## src/hw/rtl/qlca_pkg.sv

```systemverilog
// Package for the quote level change amplifier: types and constants.
// No dependencies.
package qlca_pkg;
  localparam int unsigned PriceW = 48;
  localparam int unsigned SizeW = 32;
  localparam int unsigned TickW = 32;
  localparam int unsigned TimeW = 27;
  localparam int unsigned CfgW = 32;
  localparam int unsigned CfgIdxW = 2;
  localparam logic signed [TickW-1:0] ResetTick = -32'sd1000;
  localparam logic [15:0] MinStabMs = 16'd20;

  localparam logic [CfgIdxW-1:0] RegStability = 2'd0;
  localparam logic [CfgIdxW-1:0] RegGrowth = 2'd1;
  localparam logic [CfgIdxW-1:0] RegDepletion = 2'd2;
  localparam logic [CfgIdxW-1:0] RegSpread = 2'd3;

  typedef struct packed {
    logic [SizeW-1:0] size;
    logic signed [TickW-1:0] tick;
    logic [TimeW-1:0] tm;
  } quote_t;

  typedef struct packed {
    logic action;
    logic view_ready;
    logic [SizeW-1:0] bid_size;
    logic signed [TickW-1:0] bid_tick;
    logic [SizeW-1:0] ask_size;
    logic signed [TickW-1:0] ask_tick;
    logic signed [PriceW-1:0] bid_price;
    logic signed [PriceW-1:0] ask_price;
    logic signed [PriceW-1:0] weighted_price;
    logic [TimeW-1:0] time_ms;
  } update_t;

  typedef struct packed {
    logic signed [PriceW-1:0] indicator;
  } result_t;
endpackage

```

## src/hw/rtl/qlca_side.sv

```systemverilog
// One side's quote ring with head/tail and a serial age walk.
// Depends on qlca_pkg.
module qlca_side
  import qlca_pkg::*;
#(
  parameter int unsigned RING_DEPTH = 10,
  parameter bit IS_BID = 1'b1
) (
  input logic clk,
  input logic rst,
  input logic start,
  input quote_t newq,
  input logic [15:0] stab,
  input logic finish,
  output logic done,
  output quote_t tail_q,
  output quote_t head_q,
  output quote_t prev_q,
  output logic multi
);
  localparam int unsigned IW = (RING_DEPTH > 1) ? $clog2(RING_DEPTH) : 1;
  localparam logic [IW-1:0] Last = IW'(RING_DEPTH - 1);

  typedef enum logic [3:0] {
    S_IDLE = 4'b0001, S_CHK = 4'b0010, S_WALK = 4'b0100, S_DONE = 4'b1000
  } sstate_t;

  quote_t ring [RING_DEPTH];
  logic [RING_DEPTH-1:0] vld;
  logic [IW-1:0] head, tail;
  sstate_t state;

  function automatic logic [IW-1:0] inc(input logic [IW-1:0] i);
    return (i == Last) ? '0 : i + 1'b1;
  endfunction

  logic [IW-1:0] prev;
  quote_t rd_head, rd_prev;
  logic signed [TimeW:0] age;
  logic signed [TickW:0] dt;
  logic worse;

  assign prev = (tail == '0) ? Last : tail - 1'b1;
  assign rd_head = vld[head] ? ring[head] : '{size: '0, tick: ResetTick, tm: '0};
  assign rd_prev = vld[prev] ? ring[prev] : '{size: '0, tick: ResetTick, tm: '0};
  assign tail_q = ring[tail];
  assign head_q = (head == tail) ? ring[tail] : rd_head;
  assign prev_q = rd_prev;
  assign multi = (head != tail);
  assign done = (state == S_DONE);
  assign age = $signed({1'b0, ring[tail].tm}) - $signed({1'b0, rd_head.tm});
  assign dt = IS_BID ? ($signed({ring[tail].tick[TickW-1], ring[tail].tick})
                        - $signed({rd_prev.tick[TickW-1], rd_prev.tick}))
                     : ($signed({rd_prev.tick[TickW-1], rd_prev.tick})
                        - $signed({ring[tail].tick[TickW-1], ring[tail].tick}));
  assign worse = dt[TickW] || (dt == '0 && ring[tail].size < rd_prev.size);

  always_ff @(posedge clk) begin
    if (start) ring[tail] <= newq;
  end

  always_ff @(posedge clk) begin
    if (rst) begin
      state <= S_IDLE;
      head <= '0;
      tail <= '0;
      vld <= '0;
    end else begin
      case (state)
        S_IDLE: if (start) begin
          vld[tail] <= 1'b1;
          state <= S_CHK;
        end
        S_CHK: begin
          if (head != tail && worse) head <= tail;
          state <= S_WALK;
        end
        S_WALK: begin
          if (head != tail && age > $signed({12'd0, stab})) head <= inc(head);
          else state <= S_DONE;
        end
        S_DONE: if (finish) begin
          tail <= inc(tail);
          if (inc(tail) == head) head <= inc(head);
          state <= S_IDLE;
        end
        default: state <= S_IDLE;
      endcase
    end
  end
endmodule

```

## config.mk

```make
export PLATFORM = sky130hd
export DESIGN_NAME = qlca_side
export DESIGN_NICKNAME = d
export VERILOG_FILES = /design/src/hw/rtl/qlca_pkg.sv /design/src/hw/rtl/qlca_side.sv
export SDC_FILE = /design/constraint.sdc
export NUM_CORES = 2
export LEC_CHECK = 0
export BUFFER_PORTS_ARGS = -buffer_cell sky130_fd_sc_hd__clkbuf_2
export CAP_MARGIN = 20
export CELL_PAD_IN_SITES_DETAIL_PLACEMENT = 0
export CELL_PAD_IN_SITES_GLOBAL_PLACEMENT = 2
export CORE_ASPECT_RATIO = 1.5
export CORE_MARGIN = 2
export CORE_UTILIZATION = 30
export CTS_BUF_LIST = sky130_fd_sc_hd__clkbuf_4
export DETAILED_ROUTE_END_ITERATION = 8
export PLACE_DENSITY = 0.65
export SYNTH_ARGS = -nofsm -noshare
export SYNTH_HDL_FRONTEND = slang
export SYNTH_SLANG_ARGS = --single-unit
```

## constraint.sdc

```tcl
create_clock -name clk -period 8.3 [get_ports clk]
set_input_delay 1.245 -clock clk [delete_from_list [all_inputs] [get_ports clk]]
set_output_delay 1.245 -clock clk [all_outputs]
set_load 0.1 [all_outputs]
```

==> run_results.csv <==
group,metric,value,unit
sta,slew_viol_final,0,
clock_network,clock_latency,1290,ps
drt,m1WireLength,86500,um
clock_network,postCtsHoldBufs,0,
worst_setup_path,path_delay_family,"buffers and inverters",
pwr,power.density,159,mW/mm2
global_routing,grt_antenna_before_repair,27,
drt,drt_wl_total,219000,um
place,dp_hpwl,139000,um
logic_synthesis,synth_edf_count,910,
sta,setup_violations,0,
clock_network,clock_path_buffers,3,
final_layout,nNetsFinal,4831,
drt,dr.pass1.iters,6,
final_layout,finish.utilization,34.3,%
global_routing,grt_overflow_total,0,
sta,max_freq,144,MHz
worst_setup_path,crit_type,"reg2out",
die,die-area,0.192,mm2
die,core,0.188,mm2
worst_setup_path,start_kind,"register",
logic_synthesis,ys_ff_latch,940,
pwr,switching_share,27.9,%
drt,wl_met3,14600,um
sta,timing.final.crit_period,6930,ps
clock_network,cts_sinks,940,
logic_synthesis,synth_top_area_share,48.4,%
logic_synthesis,synth.cell_area,0.0564,mm2
logic_synthesis,syn_nets,4436,
clock_network,cts-root-buf,"clkbuf_4",
sta,hold_viol,0,
global_routing,grt_pass1_vias,42700,
global_routing,track_usage,22.5,%
worst_setup_path,cp_slowest_cell,"dfxtp_2",
die,die_h,535,um
sta,rsz0062_at_grt,"false",
worst_setup_path,cp_max_fo,45,
place,port_buffers,385,
logic_synthesis,synth.top_cells.by_area,"edfxtp_1 (48%), mux4_2 (22%), mux2i_1 (3.4%)",
clock_network,cts_max_level,4,
sta,max_slew_margin,21.5,%
logic_synthesis,synth_cells,4217,
worst_setup_path,rrSetupSlack,1500,ps
logic_synthesis,yosysSeqAreaShare,49.5,%
min_path,whs_path_depth,1,
logic_synthesis,yosysUniqueCellTypes,68,
worst_setup_path,path_cells,"nor2_1 > o21ai_0 > and2_4 > buf_12 > buf_4 > mux4_2 > mux4_2 > and2_1 > clkbuf_2",
outcome,status,"finished, final reports clean",
pwr,seqPwrFrac,51.4,%
sta,tightest_slew,1170,ps
logic_synthesis,yosys.area.top_type,"edfxtp_1",
drt,vias,41400,
global_routing,grt_max_degree,121,
drt,viasPerCell,5.70,
drt,ant_nets,0,
clock_network,numCtsBuffers,236,
sta,skew,78.3,ps
worst_setup_path,reg2reg_depth,18,
sta,period_share,83.5,%
logic_synthesis,synthTopCellsByCount,"edfxtp_1 (910), mux4_2 (551), nand2_1 (479), a21oi_1 (339), clkbuf_1 (253)",
sta,fin_tns_setup,0,ps
worst_setup_path,crit_top_cell,"mux4_2",
die,ios,386,
worst_setup_path,cp-end-kind,"primary output",
pwr,peakVddDrop,0.0000952,V
final_layout,drive_above_1_share,30.9,%
pwr,pwr-share-comb,10.8,%
clock_network,post_cts_buffers,0,
final_layout,areaGrowthSynthToFinish,13.9,%
global_routing,grt_pass1_wl,309000,um
drt,wl_per_cell,30.0,um
min_path,worstHoldStart,"newq[79]",
logic_synthesis,synth_ff_type,"edfxtp_1",
logic_synthesis,syn_avg_cell_area,13.4,um2
drt,top_layer_used,"met5",
worst_setup_path,slowest_delay,660,ps
drt,drc,0,
min_path,min_path_type,"in2reg",
place,place.gp.congestion,0.827,
worst_setup_path,crit_buf_inv,3,
min_path,whs_endpoint,"ring[0][79]$_DFFE_PP_",
run,maxCapViolCount,0,
clock_network,cts_tree,"done",
die,die_w,358,um
logic_synthesis,async_reset_ff_share,0,%
die,initial_core_util,30.1,%
clock_network,cts-resized-gates,0,
pwr,pwr-share-clk,37.8,%
pwr,intPower,7.36,mW
worst_setup_path,cp.required,7050,ps
clock_network,clk_pin_slew,70,ps
logic_synthesis,synth_warnings,0,
pwr,power.leakage,21.4,nW
drt,initialDrtViolationCount,3421,
drt,wl_met2,110000,um
worst_setup_path,critPathArrivalTime,5690,ps
die,std_cell_rows,195,
logic_synthesis,synth.most_common_cell,"edfxtp_1",
pwr,switching_power,2.85,mW
-- cells by family after synthesis --
family                     Yosys count  synth area share (%)
AOI/OAI and AO/OA                  915                  10.1
xor gates and xnor gates            44                 0.683
adders and majority gates          108                  2.42
buffers and inverters              454                  3.07
DFF                                940                  49.5
muxes                              774                  26.0
and+or+nand+nor                    982                  8.27
-- how the worst max path moves through the flow --
| stage | start | end | slack, ps | cells after the start |
|---|---|---|---|---|
| 6_report | tail[1]$_SDFFE_PP0P_ | prev_q[11] | 1370 | 9 |
| 5_1_grt | register | head_q[46] | 920 | 8 |
| 4_1_cts | tail[1]$_SDFFE_PP0P_ | prev_q[16] | 890 | 8 |
| 3_5_place_dp | register | register | 1370 | 18 |
| 3_3_place_gp | tail[1]$_SDFFE_PP0P_ | head[0]$_SDFFE_PP0P_ | 1220 | 17 |
| 2_1_floorplan | tail[2]$_SDFFE_PP0P_ | ring[4][0]$_DFFE_PP_ | 50 | 5 |
-- registers in the layout, summed over array words and instances, names as in the netlist, named ones only --
register and flops:
ring 910, vld 10, head 4, state 4, tail 4
-- placed cells by master (no fill, tap or decap), drive strengths merged, types with 35 or more instances in the layout --
cell type,n
o21ai,162
clkinv,99
a211oi,217
a21oi,339
nor2b,193
nor2,94
inv,110
clkbuf,707
nand3,60
edfxtp,910
nand2,479
buf,120
ha,106
mux4,551
mux2i,191
and2,35
-- stage by stage --
stage	instance area, um2	power, mW	hold WS, ps	setup slack [ps]	instances
floorplan	56400	6.14	446	51.9	4217
global placement	61300	6.45	474	1220	6834
detailed placement	61300	6.45	487	1370	6835
CTS	64200	10.4	65.4	891	7265
global route	64300	10.6	170	925	7272
finish	64300	10.2	273	1370	7276
-- layer usage --
metal | vias up | global-route usage (%)
met5 | - | 0
met4 | 30 | 8.16
met3 | 408 | 4.84
met2 | 1680 | 38.7
met1 | 21500 | 27.6
li1 | 17800 | -
-- worst register-to-register path: stages, from the launching register on --
cell	delay, ps
dfxtp_4	820
buf_4	610
mux4_2	430
mux2_2	270
o21ai_0	810
ha_1	310
inv_1	60
fa_1	450
a211oi_1	320
o211ai_1	240
a21boi_0	430
o21ai_0	190
xor2_1	210
a221o_1	300
nor4_2	240
nand4b_1	270
o21ai_2	350
a31oi_1	150
a311oi_1	260
-- power by group through the flow --
stage               Combinational (mW)  Sequential [mW]  Clock (mW)
CTS                               1.11             5.24        4.01
global route                      1.18             5.24        4.22
global placement                  1.11             5.35           0
detailed placement                1.11             5.35           0
floorplan                        0.791             5.35           0
finish                            1.10             5.24        3.86
-- area by class of cell --
| class | instances | area, um2 |
|---|---|---|
| Clock inverter | 108 | 500 |
| Fill cell | 18400 | 123000 |
| Sequential cell | 940 | 28000 |
| Inverter | 106 | 405 |
| Antenna cell | 10 | 25.0 |
| Timing Repair Buffer | 505 | 2990 |
| Tap cell | 2462 | 3080 |
| Multi-Input combinational cell | 2823 | 26900 |
| Clock buffer | 322 | 2420 |
Power figures use the tool's default switching activity.
